<file path="src/rtl/csma_transmit_controller_assert.svh">
// Assertion macros used by the send state machine of the transmit controller RTL.
// Needs nothing but a clock, a reset and the signals named in each use.
`ifndef CSMA_TRANSMIT_CONTROLLER_ASSERT_SVH
`define CSMA_TRANSMIT_CONTROLLER_ASSERT_SVH

// Same-cycle implication.
`define CSMA_ASSERT_NOW(label, clk, rst, cond, expr) \
  label: assert property (@(posedge clk) disable iff (rst) (cond) |-> (expr)) \
    else $error("csma assertion failed");

// Next-cycle implication.
`define CSMA_ASSERT_NEXT(label, clk, rst, cond, expr) \
  label: assert property (@(posedge clk) disable iff (rst) (cond) |=> (expr)) \
    else $error("csma assertion failed");

`endif

</file>
<file path="src/rtl/csma_pkg.sv">
// Shared types and constants of the CSMA transmit controller.
// No dependencies; the other RTL modules import it, and csma_if uses its types.
`default_nettype none

package csma_pkg;

  localparam int unsigned MAX_PAYLOAD = 255;
  localparam logic [7:0]  FAILURE_CODE = 8'd1;
  localparam logic [1:0]  LIFE_MAX = 2'd3;
  localparam int unsigned CFG_INDEX_W = 4;
  localparam int unsigned CFG_DATA_W = 16;

  typedef enum logic [1:0] {
    PH_IDLE   = 2'd0,
    PH_ASSESS = 2'd1,
    PH_TX     = 2'd2,
    PH_HOLD   = 2'd3
  } phase_t;

  typedef enum logic [1:0] {
    SUB_TX   = 2'd0,
    SUB_CCA  = 2'd1,
    SUB_WAIT = 2'd2
  } sub_phase_t;

  typedef enum logic [2:0] {
    ACT_TICK    = 3'd0,
    ACT_CONFIRM = 3'd1,
    ACT_DATA    = 3'd2,
    ACT_STOP    = 3'd3,
    ACT_POLL    = 3'd4
  } action_t;

  typedef enum logic [1:0] {
    CMD_NONE = 2'd0,
    CMD_CCA  = 2'd1,
    CMD_TX   = 2'd2
  } command_t;

  typedef enum logic [CFG_INDEX_W-1:0] {
    CFG_MAX_BACKOFF_SLOTS = 4'd0,
    CFG_START_TIMEOUT     = 4'd1,
    CFG_ACK_TIMEOUT       = 4'd2,
    CFG_HOLD_TIMEOUT      = 4'd3,
    CFG_MAX_ATTEMPTS      = 4'd4,
    CFG_OWN_NET_ID        = 4'd5,
    CFG_BROADCAST_NET_ID  = 4'd6,
    CFG_HOLD_RESULT       = 4'd7
  } cfg_index_t;

  typedef struct packed {
    logic [2:0]  action;
    logic        channel_busy;
    logic [7:0]  backoff_draw;
    logic        phy_tx_done;
    logic [7:0]  phy_tx_code;
    logic [7:0]  frame_handle;
    logic [15:0] payload_length;
    logic [7:0]  life_period;
    logic        network_wide;
  } in_item_t;

  typedef struct packed {
    logic [1:0]  command;
    logic        tx_is_stop_relay;
    logic [7:0]  tx_handle;
    logic [7:0]  tx_length;
    logic [15:0] tx_net_id;
    logic [1:0]  tx_life;
    logic [1:0]  send_phase;
    logic [7:0]  last_result;
    logic        request_error;
  } out_item_t;

  typedef struct packed {
    logic [7:0]  max_backoff_slots;
    logic [15:0] start_timeout;
    logic [15:0] ack_timeout;
    logic [15:0] hold_timeout;
    logic [7:0]  max_attempts;
    logic [15:0] own_net_id;
    logic [15:0] broadcast_net_id;
    logic        hold_result;
  } cfg_t;

  localparam cfg_t CFG_RESET = '{
    max_backoff_slots: 8'd8,
    start_timeout:     16'd1000,
    ack_timeout:       16'd1000,
    hold_timeout:      16'd1000,
    max_attempts:      8'd4,
    own_net_id:        16'd0,
    broadcast_net_id:  16'hFFFF,
    hold_result:       1'b0
  };

endpackage

`default_nettype wire

</file>
<file path="src/rtl/csma_if.sv">
// Channel interfaces of the CSMA transmit controller: request, response, config.
// Depends on csma_pkg for the payload types and config widths.
`default_nettype none

interface csma_req_if;
  logic                valid;
  logic                ready;
  csma_pkg::in_item_t  data;
  modport source (output valid, output data, input ready);
  modport sink (input valid, input data, output ready);
endinterface

interface csma_rsp_if;
  logic                valid;
  logic                ready;
  csma_pkg::out_item_t data;
  modport source (output valid, output data, input ready);
  modport sink (input valid, input data, output ready);
endinterface

interface csma_cfg_if;
  logic                              valid;
  logic                              ready;
  logic [csma_pkg::CFG_INDEX_W-1:0]  index;
  logic [csma_pkg::CFG_DATA_W-1:0]   data;
  modport source (output valid, output index, output data, input ready);
  modport sink (input valid, input index, input data, output ready);
endinterface

`default_nettype wire

</file>
<file path="src/rtl/csma_cfg.sv">
// Configuration register file of the CSMA transmit controller.
// Depends on csma_pkg; written through a valid/ready write channel.
`default_nettype none

module csma_cfg (
  input  logic                              clk,
  input  logic                              rst,
  input  logic                              wr_valid,
  output logic                              wr_ready,
  input  logic [csma_pkg::CFG_INDEX_W-1:0]  wr_index,
  input  logic [csma_pkg::CFG_DATA_W-1:0]   wr_data,
  output csma_pkg::cfg_t                    cfg
);
  import csma_pkg::*;

  assign wr_ready = 1'b1;

  always_ff @(posedge clk) begin
    if (rst) begin
      cfg <= CFG_RESET;
    end else if (wr_valid) begin
      unique case (wr_index)
        CFG_MAX_BACKOFF_SLOTS: cfg.max_backoff_slots <= wr_data[7:0];
        CFG_START_TIMEOUT:     cfg.start_timeout <= wr_data;
        CFG_ACK_TIMEOUT:       cfg.ack_timeout <= wr_data;
        CFG_HOLD_TIMEOUT:      cfg.hold_timeout <= wr_data;
        CFG_MAX_ATTEMPTS:      cfg.max_attempts <= wr_data[7:0];
        CFG_OWN_NET_ID:        cfg.own_net_id <= wr_data;
        CFG_BROADCAST_NET_ID:  cfg.broadcast_net_id <= wr_data;
        CFG_HOLD_RESULT:       cfg.hold_result <= wr_data[0];
        default: ;  // drop writes beyond the register list
      endcase
    end
  end

endmodule

`default_nettype wire

</file>
<file path="src/rtl/csma_in_stage.sv">
// Input register of the CSMA transmit controller: holds one request word.
// Depends on csma_pkg for the request type.
`default_nettype none

module csma_in_stage (
  input  logic               clk,
  input  logic               rst,
  input  logic               in_valid,
  output logic               in_ready,
  input  csma_pkg::in_item_t in_data,
  output logic               out_valid,
  input  logic               out_ready,
  output csma_pkg::in_item_t out_data
);
  import csma_pkg::*;

  logic valid;

  // take a new word when empty or whenever the held one leaves this cycle
  assign in_ready  = !valid || out_ready;
  assign out_valid = valid;

  always_ff @(posedge clk) begin
    if (rst) begin
      valid <= 1'b0;
    end else if (in_ready) begin
      valid <= in_valid;
    end
  end

  always_ff @(posedge clk) begin
    if (in_valid && in_ready) begin
      out_data <= in_data;
    end
  end

endmodule

`default_nettype wire

</file>
<file path="src/rtl/csma_out_stage.sv">
// Result register of the CSMA transmit controller: holds one result word.
// Depends on csma_pkg for the result type.
`default_nettype none

module csma_out_stage (
  input  logic                clk,
  input  logic                rst,
  input  logic                in_valid,
  output logic                in_ready,
  input  csma_pkg::out_item_t in_data,
  output logic                out_valid,
  input  logic                out_ready,
  output csma_pkg::out_item_t out_data
);
  import csma_pkg::*;

  logic valid;

  assign in_ready  = !valid || out_ready;
  assign out_valid = valid;

  always_ff @(posedge clk) begin
    if (rst) begin
      valid <= 1'b0;
    end else if (in_ready) begin
      valid <= in_valid;
    end
  end

  always_ff @(posedge clk) begin
    if (in_valid && in_ready) begin
      out_data <= in_data;
    end
  end

endmodule

`default_nettype wire

</file>
<file path="src/rtl/csma_core.sv">
// Send state machine of the CSMA transmit controller: one word per update.
// Depends on csma_pkg and csma_transmit_controller_assert.svh.
`default_nettype none

module csma_core (
  input  logic                clk,
  input  logic                rst,
  input  logic                fire,
  input  csma_pkg::in_item_t  item,
  input  csma_pkg::cfg_t      cfg,
  output csma_pkg::out_item_t result
);
  import csma_pkg::*;

  typedef struct packed {
    phase_t      phase;
    sub_phase_t  sub_phase;
    logic [15:0] start_count;
    logic [15:0] ack_count;
    logic [15:0] hold_count;
    logic [7:0]  backoff_left;
    logic [7:0]  attempts;
    logic [7:0]  result_code;
    logic        pending_stop;
    logic        pending_data;
    logic [7:0]  stop_handle;
    logic [7:0]  data_handle;
    logic [7:0]  data_length;
    logic [1:0]  stop_life;
    logic [15:0] stop_net;
  } state_t;

  state_t st;
  state_t st_next;

  function automatic logic [15:0] inc16(input logic [15:0] v);
    return (v != 16'hFFFF) ? v + 16'd1 : v;
  endfunction

  always_comb begin : next_state
    state_t     n;
    logic [7:0] top;
    logic [7:0] draw;
    logic       go_stop;
    logic       go_data;
    logic       go_tx;

    n = st;
    top = '0;
    draw = '0;
    go_stop = 1'b0;
    go_data = 1'b0;
    go_tx = 1'b0;

    unique case (item.action)
      ACT_TICK: begin
        if (n.phase == PH_ASSESS) begin
          n.start_count = inc16(n.start_count);
          if (n.start_count >= cfg.start_timeout) begin
            n.result_code = FAILURE_CODE;
            n.hold_count = '0;
            n.phase = cfg.hold_result ? PH_HOLD : PH_IDLE;
          end else if (n.sub_phase == SUB_WAIT) begin
            if (n.backoff_left != 8'd0) begin
              n.backoff_left = n.backoff_left - 8'd1;
            end
            if (n.backoff_left == 8'd0) begin
              n.sub_phase = SUB_CCA;
            end
          end
        end
        if (n.phase == PH_TX) begin
          n.ack_count = inc16(n.ack_count);
          if (n.ack_count >= cfg.ack_timeout || item.phy_tx_done) begin
            n.result_code = (n.ack_count >= cfg.ack_timeout) ? FAILURE_CODE
                                                             : item.phy_tx_code;
            n.hold_count = '0;
            n.phase = cfg.hold_result ? PH_HOLD : PH_IDLE;
          end
        end
        // a send that just finished counts this same tick toward the hold
        if (n.phase == PH_HOLD) begin
          n.hold_count = inc16(n.hold_count);
          if (n.hold_count >= cfg.hold_timeout) begin
            n.phase = PH_IDLE;
          end
        end
      end
      ACT_CONFIRM: begin
        if (n.phase == PH_ASSESS && n.sub_phase == SUB_CCA) begin
          if (!item.channel_busy) begin
            go_tx = 1'b1;
          end else begin
            top = (cfg.max_backoff_slots == 8'd0) ? 8'd1 : cfg.max_backoff_slots;
            draw = (item.backoff_draw == 8'd0) ? 8'd1 : item.backoff_draw;
            n.backoff_left = (draw > top) ? top : draw;
            n.sub_phase = SUB_WAIT;
            if (n.attempts != 8'hFF) begin
              n.attempts = n.attempts + 8'd1;
            end
            // force the frame out after the attempt limit
            go_tx = (n.attempts >= cfg.max_attempts);
          end
          if (go_tx) begin
            n.sub_phase = SUB_TX;
            n.ack_count = '0;
            n.phase = PH_TX;
          end
        end
      end
      ACT_DATA: begin
        if (item.payload_length <= 16'(MAX_PAYLOAD)) begin
          n.data_handle = item.frame_handle;
          n.data_length = item.payload_length[7:0];
          if (n.phase != PH_IDLE) begin
            n.pending_data = 1'b1;
          end else begin
            go_data = 1'b1;
          end
        end
      end
      ACT_STOP: begin
        n.stop_life = (item.life_period > 8'(LIFE_MAX)) ? LIFE_MAX
                                                        : item.life_period[1:0];
        n.stop_net = item.network_wide ? cfg.broadcast_net_id : cfg.own_net_id;
        n.stop_handle = item.frame_handle;
        if (n.phase != PH_IDLE) begin
          n.pending_stop = 1'b1;
        end else begin
          go_stop = 1'b1;
        end
      end
      ACT_POLL: begin
        // a queued stop relay goes before a queued data send
        if (n.phase == PH_IDLE) begin
          if (n.pending_stop) begin
            n.pending_stop = 1'b0;
            go_stop = 1'b1;
          end else if (n.pending_data) begin
            n.pending_data = 1'b0;
            go_data = 1'b1;
          end
        end
      end
      default: ;
    endcase

    if (go_stop) begin
      n.attempts = '0;
      n.result_code = FAILURE_CODE;
      n.sub_phase = SUB_TX;
      n.ack_count = '0;
      n.phase = PH_TX;
    end
    if (go_data) begin
      n.attempts = '0;
      n.result_code = FAILURE_CODE;
      n.sub_phase = SUB_CCA;
      n.start_count = '0;
      n.phase = PH_ASSESS;
    end

    st_next = n;
  end

  // A transmit starts on entry to PH_TX: from idle it is a stop relay, from
  // assessment a data frame. An assessment request starts on entry to the CCA sub-phase.
  always_comb begin : outputs
    logic tx_start;
    logic cca_start;
    logic stop_start;

    tx_start = (st.phase != PH_TX) && (st_next.phase == PH_TX);
    cca_start = (st_next.phase == PH_ASSESS) && (st_next.sub_phase == SUB_CCA) &&
                !((st.phase == PH_ASSESS) && (st.sub_phase == SUB_CCA));
    stop_start = tx_start && (st.phase == PH_IDLE);

    result = '0;
    if (tx_start) begin
      result.command = CMD_TX;
      if (stop_start) begin
        result.tx_is_stop_relay = 1'b1;
        result.tx_handle = st_next.stop_handle;
        result.tx_net_id = st_next.stop_net;
        result.tx_life = st_next.stop_life;
      end else begin
        result.tx_handle = st_next.data_handle;
        result.tx_length = st_next.data_length;
      end
    end else if (cca_start) begin
      result.command = CMD_CCA;
    end
    result.request_error = (item.action == ACT_DATA) &&
                           (item.payload_length > 16'(MAX_PAYLOAD));
    result.send_phase = st_next.phase;
    result.last_result = st_next.result_code;
  end

  always_ff @(posedge clk) begin
    if (rst) begin
      st <= '{phase: PH_IDLE, sub_phase: SUB_TX, default: '0};
    end else if (fire) begin
      st <= st_next;
    end
  end

`include "csma_transmit_controller_assert.svh"

  `CSMA_ASSERT_NEXT(a_tx_enters_tx, clk, rst, fire && result.command == CMD_TX,
                    st.phase == PH_TX)
  `CSMA_ASSERT_NEXT(a_cca_in_assess, clk, rst, fire && result.command == CMD_CCA,
                    st.phase == PH_ASSESS && st.sub_phase == SUB_CCA)
  `CSMA_ASSERT_NEXT(a_hold_without_word, clk, rst, !fire,
                    $stable(st.phase) && $stable(st.pending_stop))
  `CSMA_ASSERT_NOW(a_error_keeps_phase, clk, rst, fire && result.request_error,
                   result.send_phase == st.phase)

endmodule

`default_nettype wire

</file>
<file path="src/rtl/csma_transmit_controller.sv">
// A request word passes from the input register through the send state machine into the result register.
// One word per cycle while the receiver takes results; the input and result registers decouple the two sides.
// Each word is a single state update in the send state machine between the two registers.
// Reset (rst, synchronous): send state idle, queues and counters clear, config to defaults.
// Depends on csma_pkg, csma_if, csma_cfg, csma_in_stage, csma_core and csma_out_stage.
`default_nettype none

module csma_transmit_controller (
  input  logic       clk,
  input  logic       rst,
  csma_req_if.sink   req,
  csma_rsp_if.source rsp,
  csma_cfg_if.sink   cfg
);
  import csma_pkg::*;

  cfg_t      cfg_regs;
  logic      s1_valid;
  logic      s1_ready;
  in_item_t  s1_data;
  logic      s2_ready;
  out_item_t core_result;

  csma_cfg u_cfg (
    .clk      (clk),
    .rst      (rst),
    .wr_valid (cfg.valid),
    .wr_ready (cfg.ready),
    .wr_index (cfg.index),
    .wr_data  (cfg.data),
    .cfg      (cfg_regs)
  );

  csma_in_stage u_in (
    .clk       (clk),
    .rst       (rst),
    .in_valid  (req.valid),
    .in_ready  (req.ready),
    .in_data   (req.data),
    .out_valid (s1_valid),
    .out_ready (s1_ready),
    .out_data  (s1_data)
  );

  // advance the state only when the word moves into the result register
  assign s1_ready = s2_ready;

  csma_core u_core (
    .clk    (clk),
    .rst    (rst),
    .fire   (s1_valid && s2_ready),
    .item   (s1_data),
    .cfg    (cfg_regs),
    .result (core_result)
  );

  csma_out_stage u_out (
    .clk       (clk),
    .rst       (rst),
    .in_valid  (s1_valid),
    .in_ready  (s2_ready),
    .in_data   (core_result),
    .out_valid (rsp.valid),
    .out_ready (rsp.ready),
    .out_data  (rsp.data)
  );

endmodule

`default_nettype wire

</file>
<file path="src/flat_wrapper.sv">
// flat-port wrapper written by rule: the top's interface ports become plain ports
module csma_transmit_controller_flat import csma_pkg::*;
  (clk, rst, req_valid, req_data, req_ready, rsp_valid, rsp_data, rsp_ready, cfg_valid, cfg_index, cfg_data, cfg_ready);
  csma_req_if req_i ();
  csma_rsp_if rsp_i ();
  csma_cfg_if cfg_i ();
  input  logic clk;
  input  logic rst;
  input wire logic [$bits(req_i.valid)-1:0] req_valid;
  input wire logic [$bits(req_i.data)-1:0] req_data;
  output wire logic [$bits(req_i.ready)-1:0] req_ready;
  output wire logic [$bits(rsp_i.valid)-1:0] rsp_valid;
  output wire logic [$bits(rsp_i.data)-1:0] rsp_data;
  input wire logic [$bits(rsp_i.ready)-1:0] rsp_ready;
  input wire logic [$bits(cfg_i.valid)-1:0] cfg_valid;
  input wire logic [$bits(cfg_i.index)-1:0] cfg_index;
  input wire logic [$bits(cfg_i.data)-1:0] cfg_data;
  output wire logic [$bits(cfg_i.ready)-1:0] cfg_ready;
  assign req_i.valid = req_valid;
  assign req_i.data = req_data;
  assign req_ready = req_i.ready;
  assign rsp_valid = rsp_i.valid;
  assign rsp_data = rsp_i.data;
  assign rsp_i.ready = rsp_ready;
  assign cfg_i.valid = cfg_valid;
  assign cfg_i.index = cfg_index;
  assign cfg_i.data = cfg_data;
  assign cfg_ready = cfg_i.ready;
  csma_transmit_controller u_core (.clk(clk), .rst(rst), .req(req_i), .rsp(rsp_i), .cfg(cfg_i));
endmodule
</file>
<file path="config.mk">
export PLATFORM = sky130hd
export DESIGN_NAME = csma_transmit_controller_flat
export DESIGN_NICKNAME = d
export VERILOG_FILES = /design/src/rtl/csma_pkg.sv /design/src/rtl/csma_if.sv /design/src/rtl/csma_cfg.sv /design/src/rtl/csma_in_stage.sv /design/src/rtl/csma_out_stage.sv /design/src/rtl/csma_core.sv /design/src/rtl/csma_transmit_controller.sv /design/src/flat_wrapper.sv
export VERILOG_INCLUDE_DIRS = /design/src /design/src/rtl
export SDC_FILE = /design/constraint.sdc
export NUM_CORES = 1
export LEC_CHECK = 0
export BUFFER_PORTS_ARGS = -buffer_cell sky130_fd_sc_hd__buf_2
export CAP_MARGIN = 5
export CORE_MARGIN = 5
export CORE_UTILIZATION = 45
export DETAILED_ROUTE_END_ITERATION = 16
export GPL_TIMING_DRIVEN = 1
export MAX_ROUTING_LAYER = met4
export PLACE_DENSITY = 0.74
export SYNTH_ARGS = -nofsm -noshare
export SYNTH_HDL_FRONTEND = slang
export SYNTH_SLANG_ARGS = --single-unit
</file>
<file path="constraint.sdc">
create_clock -name clk -period 7.85 [get_ports clk]
set_input_delay 0.785 -clock clk [delete_from_list [all_inputs] [get_ports clk]]
set_output_delay 0.785 -clock clk [all_outputs]
set_load 0.01 [all_outputs]
</file>
# Word level (Yosys, flattened, before mapping)

Cells that the tools add are included.
Widths: inputs -> output; s select.

Memories kept: 0
Input bits: 79
Logic and storage cells: 227
Memory bits (writable): 0
Register bits: 321
Output and inout port bits: 51
ROM bits: 0
Latch bits: 0

Equal/unequal tests: 37
Div/mod/pow operators: 0
Order comparisons: 8
$add $sub $neg: 5
Multiply operators: 0
Shift-type cells: 0
Bitwise logic cells: 1
Muxes and demuxes: 85
Reduce and logical (&&, ||, !) cells: 48

Operator list:

| kind                  | count |
|---|---|
| $mux 16               | 17 |
| $mux 8                | 23 |
| $mux 32               | 2 |
| $mux 20               | 3 |
| $add 16x1->16 const B | 3 |
| $ge 16x16->1          | 3 |
| $ne 16x16->1 const B  | 3 |
| $pmux 16 s2           | 1 |
| $mux 2                | 13 |
| $logic_not 8->1       | 3 |
| $mux 24               | 1 |
| $ne 2x2->1 const B    | 10 |
| $reduce_and 2->1      | 10 |
| $mux 18               | 1 |
| $eq 4x3->1 const B    | 4 |
| $gt 16x8->1 const B   | 1 |
| $le 16x8->1 const B   | 1 |
| $pmux 8 s2            | 1 |
| $mux 1                | 15 |
| $mux 4                | 3 |
| $reduce_bool 2->1     | 6 |
| $reduce_bool 3->1     | 4 |
| $ne 3x3->1 const B    | 3 |
| $add 8x1->8 const B   | 1 |
| 29 further kinds      | 52 |

# Longest topological paths before layout

Gate-level depths: netlist of the first run.

Depth after elaboration: 27
Depth in mapped cells: 37

# Hierarchy

A second synthesis of the first run with hierarchy kept.

Cells, all modules: 1711
Area total of the unflattened synthesis: 16208.0 um2

By module, submodules not included:

| module                   | instances | cells an instance | area each (um2) | seq. area each (um2) |
|---|---|---|---|---|
| csma_core                | 1         | 1231              | 9168.8          | 2402.3 |
| csma_cfg                 | 1         | 367               | 3860.0          | 1941.9 |
| csma_in_stage            | 1         | 59                | 1676.6          | 1641.6 |
| csma_out_stage           | 1         | 53                | 1496.4          | 1461.4 |
| csma_transmit_controller | 1         | 1                 | 6.3             | 0.0 |

# Worst setup path after synthesis of the first run

OpenSTA, ideal clock, no wires.

Path kind: reg2reg
From: register u_core.u_core.st[87] (netlist bit)
To: register u_core.u_out.out_data[41] (netlist bit) (data pin)
Slack: 727 ps
Data required time: 7575 ps
Period minus slack after synthesis: 7123 ps
Arrival time: 6848 ps
Stages on the path, launching flop included: 36
Setup time: 275 ps
Cell sequence: dfxtp_1 -> and4_1 -> nand4_1 -> nor4b_4 -> nor2b_1 -> clkbuf_1 -> and4_1 -> xor2_1 -> ha_1 -> a211oi_1 -> o21ai_0 -> o2111ai_1 -> o211ai_2 -> o21ai_0 -> nand2_1 -> clkbuf_1 -> nor2_1 -> ha_1 -> nand2_1 -> nor3_2 -> nand2_1 -> or3_1 -> clkbuf_1 -> clkbuf_1 -> nor2_1 -> mux2_2 -> ha_1 -> nand2_1 -> o21ai_0 -> a41o_1 -> a21oi_1 -> o2111ai_1 -> a211o_1 -> nand3_2 -> buf_4 -> nor3_1

Cells in the longest elaborated chain, start to end: 19

RTL lines:

| element                                              | RTL line             | text |
|---|---|---|
| start, declared                                      | csma_core.sv:33      | `state_t st;` |
| start signal, assigned                               | csma_core.sv:203     | `st <= st_next;` |
| $add 16x1->16 / $ne 16x16->1 (equally long branches) | csma_core.sv:37      | `return (v != 16'hFFFF) ? v + 16'd1 : v;` |
| $mux 16 *                                            | csma_core.sv:37      |  |
| $ge 16x16->1 *                                       | csma_core.sv:74      | `if (n.ack_count >= cfg.ack_timeout \|\| item.phy_tx_done) begin` |
| $logic_or 1x1->1 *                                   | csma_core.sv:74      |  |
| $mux 16                                              | csma_core.sv:74      |  |
| $mux 32                                              | csma_core.sv:72      | `if (n.phase == PH_TX) begin` |
| $mux 32                                              | csma_core.sv:55      | `unique case (item.action)` |
| $add 16x1->16 / $ne 16x16->1 (equally long branches) | csma_core.sv:37      |  |
| (+3 left out)                                        | --                   |  |
| $mux 2 *                                             | csma_core.sv:82      | `if (n.phase == PH_HOLD) begin` |
| $pmux 4 s2 *                                         | csma_core.sv:55      |  |
| $mux 4 *                                             | csma_core.sv:148     | `if (go_stop) begin` |
| $mux 20 *                                            | csma_core.sv:155     | `if (go_data) begin` |
| $eq 2x2->1 *                                         | csma_core.sv:173     | `tx_start = (st.phase != PH_TX) && (st_next.phase == PH_TX);` |
| $logic_and 1x1->1 *                                  | csma_core.sv:173     |  |
| $logic_and 1x1->1                                    | csma_core.sv:176     | `stop_start = tx_start && (st.phase == PH_IDLE);` |
| $mux 8                                               | csma_core.sv:181     | `if (stop_start) begin` |
| end signal, assigned                                 | csma_out_stage.sv:32 | `out_data <= in_data;` |
| end, declared                                        | csma_out_stage.sv:13 | `output csma_pkg::out_item_t out_data` |

Mark *: on every way between the ends. The rest lies on a longest branch, timed or not. The select of a mux whose other input is x is not followed.
A chain may end at the register's enable or synchronous reset.

# Final worst setup path of the first run

From: register u_core.u_core.st[87] (netlist bit)
To: register u_core.u_out.out_data[46] (netlist bit) (data pin)

Cells in the longest elaborated chain, start to end: 19

RTL lines:

| element                                              | RTL line         | text |
|---|---|---|
| $add 16x1->16 / $ne 16x16->1 (equally long branches) | csma_core.sv:37  |  |
| $mux 16 *                                            | csma_core.sv:37  |  |
| $ge 16x16->1 *                                       | csma_core.sv:74  |  |
| $logic_or 1x1->1 *                                   | csma_core.sv:74  |  |
| $mux 16                                              | csma_core.sv:74  |  |
| $mux 32                                              | csma_core.sv:72  |  |
| $mux 32                                              | csma_core.sv:55  |  |
| $add 16x1->16 / $ne 16x16->1 (equally long branches) | csma_core.sv:37  |  |
| (+2 left out)                                        | --               |  |
| $mux 2                                               | csma_core.sv:84  | `if (n.hold_count >= cfg.hold_timeout) begin` |
| $mux 2 *                                             | csma_core.sv:82  |  |
| $pmux 4 s2 *                                         | csma_core.sv:55  |  |
| $mux 4 *                                             | csma_core.sv:148 |  |
| $mux 20 *                                            | csma_core.sv:155 |  |
| $eq 2x1->1                                           | csma_core.sv:174 | `cca_start = (st_next.phase == PH_ASSESS) && (st_next.sub_phase == SUB_CCA) &&` |
| $logic_and 1x1->1 (2 in a row)                       | csma_core.sv:174 |  |
| $mux 1                                               | csma_core.sv:190 | `end else if (cca_start) begin` |

Marks and branches as above.

==> impl_metrics.yaml, run 1 <==
placement:
  io_buffer_count: 128
  gp_congestion: 0.954
  preCtsSetupSlack_ns: 0.384
  post-dp-hpwl_um: 27700
floorplanning:
  start_util_pct: 45.7
  core_area_sq_um: 34500
  fp.dieW_um: 197
  die_h_um: 197
  die-area_sq_um: 38900
  ios: 130
  std_cell_rows: 68
logic_synthesis:
  avgSynthCellArea_sq_um: 9.21
  syn-cell-area_sq_um: 15800
  syn_nets: 1862
  synth_flop_cell: "dfxtp_1"
  synth_edf_count: 102
  synthArstFlopShare_pct: 0
  yosys_warnings: 0
  syn_inst: 1713
  ys_types: 91
  synth_seq_cells: 321
  yosysSeqAreaShare_pct: 47.2
sta:
  relSlewSlack_pct: 20.7
  hold_violations: 0
  setup_ws_ns: 0.535
  max_freq_mhz: 137
  fin_worst_skew_ns: 0.0243
  fin_crit_ns: 7.31
  rsz0062_at_grt: "false"
  drv_slew: 0
  setup_violations: 0
  tightest_slew_ns: 1.18
  setup_tns_ns: 0
  fin_crit_sh_pct: 93.2
clock_tree:
  cts_root_buf: "clkbuf_16"
  cts_buffers: 36
  cts_tree: "yes"
  path_clk_slew_ns: 0.07
  clk-insertion-delay-late_ns: 0.54
  cts_max_path_buffers: 3
  cts.sinks: 321
  cts_setup_buffers: 0
  htreeDepth: 2
worst_setup_path:
  worstSetupPathType: "flop to flop"
  end_kind: "flop"
  max_stage_delay_ns: 0.47
  critPathSlowestCell: "or3_1"
  start_kind: "flop"
  worstPathRequired_ns: 8.25
  critPathMaxFanout: 11
  arrival_ns: 7.71
layout:
  syn2layout_area_growth_pct: 14.0
  drive_gt1_share_pct: 13.6
  final_cell_mix: "nand2_1 (225), dfxtp_1 (219), nor2_1 (189), a21oi_1 (134), buf_2 (127)"
  final_common_cell: "nand2_1"
  final_nets: 1947
  antenna_cells: 0
global_route:
  antenna_found_initial: 0
  grt_pass1_wl_um: 63800
  grt_pass1_vias: 12600
  grt_max_degree: 104
  track_usage_pct: 20.3
  overflow: 0
drt:
  wire_per_inst_um: 17.4
  avgViaCountPerCell: 5.68
  vias: 13000
  antenna_left: 0
  drtIter0Drc: 989
  drt_first_pass_iters: 5
  drc_errors: 0
  drt_wl_total_um: 39600
hold_path:
  min-delay-path-class: "primary input to flop"
pwr:
  combPwrFrac_pct: 5.5
  power.internal_w: 0.00284
  p_sw_share_pct: 23.2
  p_switching_w: 0.000856
  powerDensity_nw_per_um2: 206
  seq_power_share_pct: 48.2
  power_frac_clock_pct: 46.3
  p_leak_nw: 6.89
  vdd_drop_max_uv: 157
outcome:
  status: "finished, final reports clean"
flow_run:
  drv_cap: 0
-- power groups by stage --
stage | Clock [W] | Combinational, W | Sequential (W)
finish | 0.00171 | 0.000203 | 0.00178
global route | 0.00182 | 0.000224 | 0.00179
CTS | 0.00174 | 0.000203 | 0.00178
detailed placement | 0 | 0.000202 | 0.00182
global placement | 0 | 0.000199 | 0.00182
floorplan | 0 | 0.000127 | 0.00181
-- final cells by class --
class / count / area [sq um]
Clock buffer: 47 / 1010
Clock inverter: 17 / 200
Fill cell: 3184 / 16600
Inverter: 82 / 308
Multi-Input combinational cell: 1210 / 7650
Sequential cell: 321 / 7450
Tap cell: 455 / 569
Timing Repair Buffer: 147 / 786
-- through the flow --
step / util (%) / std cells / hold slack, ns / area, sq um / total power [W]
after floorplan: - / 1713 / 0.432 / 15800 / 0.00194
after global placement: 48.5 / 2215 / 0.436 / 16700 / 0.00201
after detailed placement: 48.5 / 2215 / 0.444 / 16700 / 0.00202
after CTS: 52.0 / 2279 / 0.419 / 18000 / 0.00373
after global routing: 52.0 / 2279 / 0.412 / 18000 / 0.00383
final: 52.0 / 2279 / 0.435 / 18000 / 0.00370
-- final timing paths --
kind                                     startpoint  cells after the start                                       to  slack, ns
setup reg to reg  u_core.u_core.st[87]$_SDFFE_PP0P_                     33  u_core.u_out.out_data[46]$_SDFFCE_PN0P_       0.54
hold / removal                         req_data[38]                      1       u_core.u_in.out_data[38]$_DFFE_PP_       0.44
hold reg to reg   u_core.u_core.st[30]$_SDFFE_PP0P_                      2        u_core.u_core.st[30]$_SDFFE_PP0P_       0.45
setup / recovery  u_core.u_core.st[87]$_SDFFE_PP0P_                     33  u_core.u_out.out_data[46]$_SDFFCE_PN0P_       0.54
-- repair_timing --
| item | CTS | global route |
|---|---|---|
| gates resized for setup | 0 | 3 |
| endpoints found under the setup margin | 0 | 14 |
| hold buffers | 0 | 0 |
-- Yosys cell counts, drive strengths merged, types with 8 or more instances --
library cell / number / area, sq um
nand4: 19 / 125
or3: 18 / 113
clkbuf: 81 / 304
o21a: 10 / 75.1
o21ai: 47 / 235
nor2b: 14 / 87.6
nor3: 41 / 250
a31oi: 14 / 100
a21oi: 135 / 676
nor2: 193 / 737
and4: 10 / 87.6
ha: 70 / 876
o221ai: 8 / 70.1
inv: 82 / 308
a211oi: 51 / 395
buf: 19 / 96.3
o211ai: 22 / 170
and3: 14 / 87.6
xnor2: 26 / 228
nand2: 227 / 862
dfxtp: 219 / 4380
nand3: 35 / 180
a22oi: 21 / 158
edfxtp: 102 / 3060
and2: 10 / 62.6
xor2: 10 / 87.6
nand2b: 10 / 65.1
nor4: 14 / 93.8
mux2i: 84 / 841
-- sequential cells by signal, indices dropped and copies added (netlist names) --
signal,flops
u_core.u_cfg.cfg,97
u_core.u_core.st,120
u_core.u_out.out_valid,1
u_core.u_out.out_data,48
u_core.u_in.out_valid,1
u_core.u_in.out_data,54
-- layer usage --
layer  track usage, %  routed length, um  vias up
li1                 -                  -     6297
met2             33.6              19200      385
met1             26.3              17200     6202
met5                -                  0        -
met4             5.65                866        0
met3             2.90               2370       67
-- cells by family after synthesis --
logic type,synth area share (%)
adders and majority gates,5.55
other,0.0238
DFF,47.2
and+or+nand+nor,19.3
AOI/OAI and AO/OA,15.9
xor gates and xnor gates,2.00
muxes,5.62
buffers and inverters,4.49
-- worst max-delay path: cells and delay by family (launching register included) --
kind / cells / cell delay, ns
AOI/OAI and AO/OA: 10 / 2.14
adders and majority gates: 3 / 0.70
DFF: 1 / 0.44
xor gates and xnor gates: 2 / 0.23
and+or+nand+nor: 16 / 3.23
buffers and inverters: 2 / 0.41
(Power assumes the default switching activity.)
==> inputs of run 2 (changes only) <==
Settings changed: CELL_PAD_IN_SITES_DETAIL_PLACEMENT from default to 0, CELL_PAD_IN_SITES_GLOBAL_PLACEMENT from default to 1, PLACE_DENSITY 0.74 to 0.89.
==> run 2 against run 1 <==
Net effect: clock power fell by 5%; routed wire length rose by 2.0%; global-route usage rose by 0.62 points; cell area fell by 0.24%; setup slack improved by 0.0090 ns; worst hold slack improved by 0.0076 ns; non-clock buffer count rose by 5; clock-buffer cell count did not move; maximum frequency rose by 0.12%; power fell by 2.0%; sequential share of layout area rose by 0.10 points; combinational power rose by 2%; highest routed layer unchanged.
==> impl_metrics.yaml, run 2 (synthesized netlist as in run 1, its figures left out) <==
layout:
  multi_input_area_sq_um: 7660
  largest_reg_flops: 120
  max_flop_register: "u_core.u_core.st"
  seq_area_sq_um: 7450
  drive_gt1_share_pct: 13.6
  top_regs: "u_core.u_core.st (120), u_core.u_cfg.cfg (97), u_core.u_in.out_data (54)"
  final_nets: 1951
  final_common_cell: "nand2_1"
  syn2layout_area_growth_pct: 13.7
  stdcell_count: 2282
  nFillCells: 3205
  final_cell_mix: "nand2_1 (225), dfxtp_1 (219), nor2_1 (189), a21oi_1 (135), buf_2 (127)"
  antenna_cells: 0
floorplanning:
  core_area_sq_um: 34500
  ios: 130
  die-area_sq_um: 38900
  std_cell_rows: 68
  fp.dieW_um: 197
  start_util_pct: 45.7
  die_h_um: 197
clock_tree:
  cts_tree: "yes"
  clk-insertion-delay-late_ns: 0.52
  path_clk_slew_ns: 0.06
  cts.sinks: 321
  cts_root_buf: "clkbuf_16"
  cts_setup_buffers: 0
  cts_buffers: 35
  htreeDepth: 2
  cts_max_path_buffers: 3
drt:
  drt_wl_total_um: 40400
  wire_per_inst_um: 17.7
  drtIter0Drc: 903
  vias: 12900
  drt_first_pass_iters: 5
  drc_errors: 0
  avgViaCountPerCell: 5.63
  antenna_left: 0
pwr:
  vdd_drop_max_uv: 181
  p_leak_nw: 6.90
  powerDensity_nw_per_um2: 202
sta:
  max_freq_mhz: 137
  relSlewSlack_pct: 26.0
  setup_tns_ns: 0
  setup_violations: 0
  fin_worst_skew_ns: 0.0205
  fin_crit_sh_pct: 93.1
  tightest_slew_ns: 1.11
  hold_violations: 0
  drv_slew: 0
  setup_ws_ns: 0.544
  fin_crit_ns: 7.31
  rsz0062_at_grt: "false"
worst_setup_path:
  worstPathRequired_ns: 8.22
  cp.buffers_inverters: 0
  critPathMaxFanout: 15
  worstSetupPathType: "flop to flop"
  end_kind: "flop"
  max_stage_delay_ns: 0.61
  critPathTopFamily: "simple AND/OR/NAND/NOR gates"
  cp_common_cell: "nand2_1"
  critPathSlowestCell: "or4_4"
  start_kind: "flop"
  arrival_ns: 7.67
global_route:
  overflow: 0
  grt_pass1_wl_um: 65100
  track_usage_pct: 21.0
  grt_max_degree: 92
  antenna_found_initial: 0
  grt_pass1_vias: 12500
hold_path:
  min-delay-path-class: "primary input to flop"
placement:
  preCtsSetupSlack_ns: 0.334
  gp_congestion: 0.890
  placed_cells: 2220
  io_buffer_count: 128
  post-dp-hpwl_um: 27600
flow_run:
  drv_cap: 0
outcome:
  status: "finished, final reports clean"
==> run 2: cell types whose count changed in the layout (fill, tap and decap cells not counted), moves of 2 or more <==
| cell | delta |
|---|---|
| buf_4 | +5 |
| clkbuf_1 | +5 |
| clkbuf_16 | -2 |
| clkbuf_8 | -4 |
==> run 2: final timing paths <==
kind / startpoint / to / slack (ns) / depth (start not counted)
worst max-delay path: u_core.u_core.st[104]$_SDFFE_PP0P_ / u_core.u_out.out_data[46]$_SDFFCE_PN0P_ / 0.54 / 31
worst min-delay path: req_data[47] / u_core.u_in.out_data[47]$_DFFE_PP_ / 0.44 / 1
worst max register to register: u_core.u_core.st[104]$_SDFFE_PP0P_ / u_core.u_out.out_data[46]$_SDFFCE_PN0P_ / 0.54 / 31
worst min register to register: u_core.u_core.st[33]$_SDFFE_PP0P_ / u_core.u_core.st[33]$_SDFFE_PP0P_ / 0.45 / 2
==> run 2: timing repair <==
| item | in CTS | in global routing |
|---|---|---|
| endpoints found under the setup margin | 0 | 16 |
| gates resized for setup | 0 | 4 |
| hold buffers | 0 | 0 |
==> run 2: power breakdown <==
part	switching, W	internal [W]
Combinational	0.000138	0.0000688
Sequential	0.0000294	0.00175
Clock	0.000660	0.000973
Total	0.000827	0.00280
==> run 2: layout make-up <==
type / count / area share [%]
clock buffers: 47 / 5.21
flip-flops and latches: 321 / 41.5
clock inverters: 15 / 1.05
multi-input cells: 1210 / 42.7
well taps: 455 / 3.17
inverters: 82 / 1.72
repair buffers: 152 / 4.59
==> run 2: per-layer routing <==
| metal | GRT usage, % | routed length, um | vias up |
|---|---|---|---|
| li1 | - | - | 6312 |
| met1 | 27.6 | 18100 | 6098 |
| met2 | 33.8 | 19300 | 375 |
| met3 | 3.22 | 2120 | 68 |
| met4 | 6.06 | 975 | 0 |
| met5 | - | 0 | - |
==> run 2: metrics by stage <==
step | hold WS (ns) | utilization [%] | power, W | area, sq um
2_1_floorplan | 0.432 | - | 0.00194 | 15800
3_3_place_gp | 0.437 | 48.6 | 0.00202 | 16800
3_5_place_dp | 0.442 | 48.6 | 0.00202 | 16800
4_1_cts | 0.426 | 51.8 | 0.00365 | 17900
5_1_grt | 0.425 | 51.9 | 0.00375 | 17900
6_report | 0.443 | 51.9 | 0.00362 | 17900
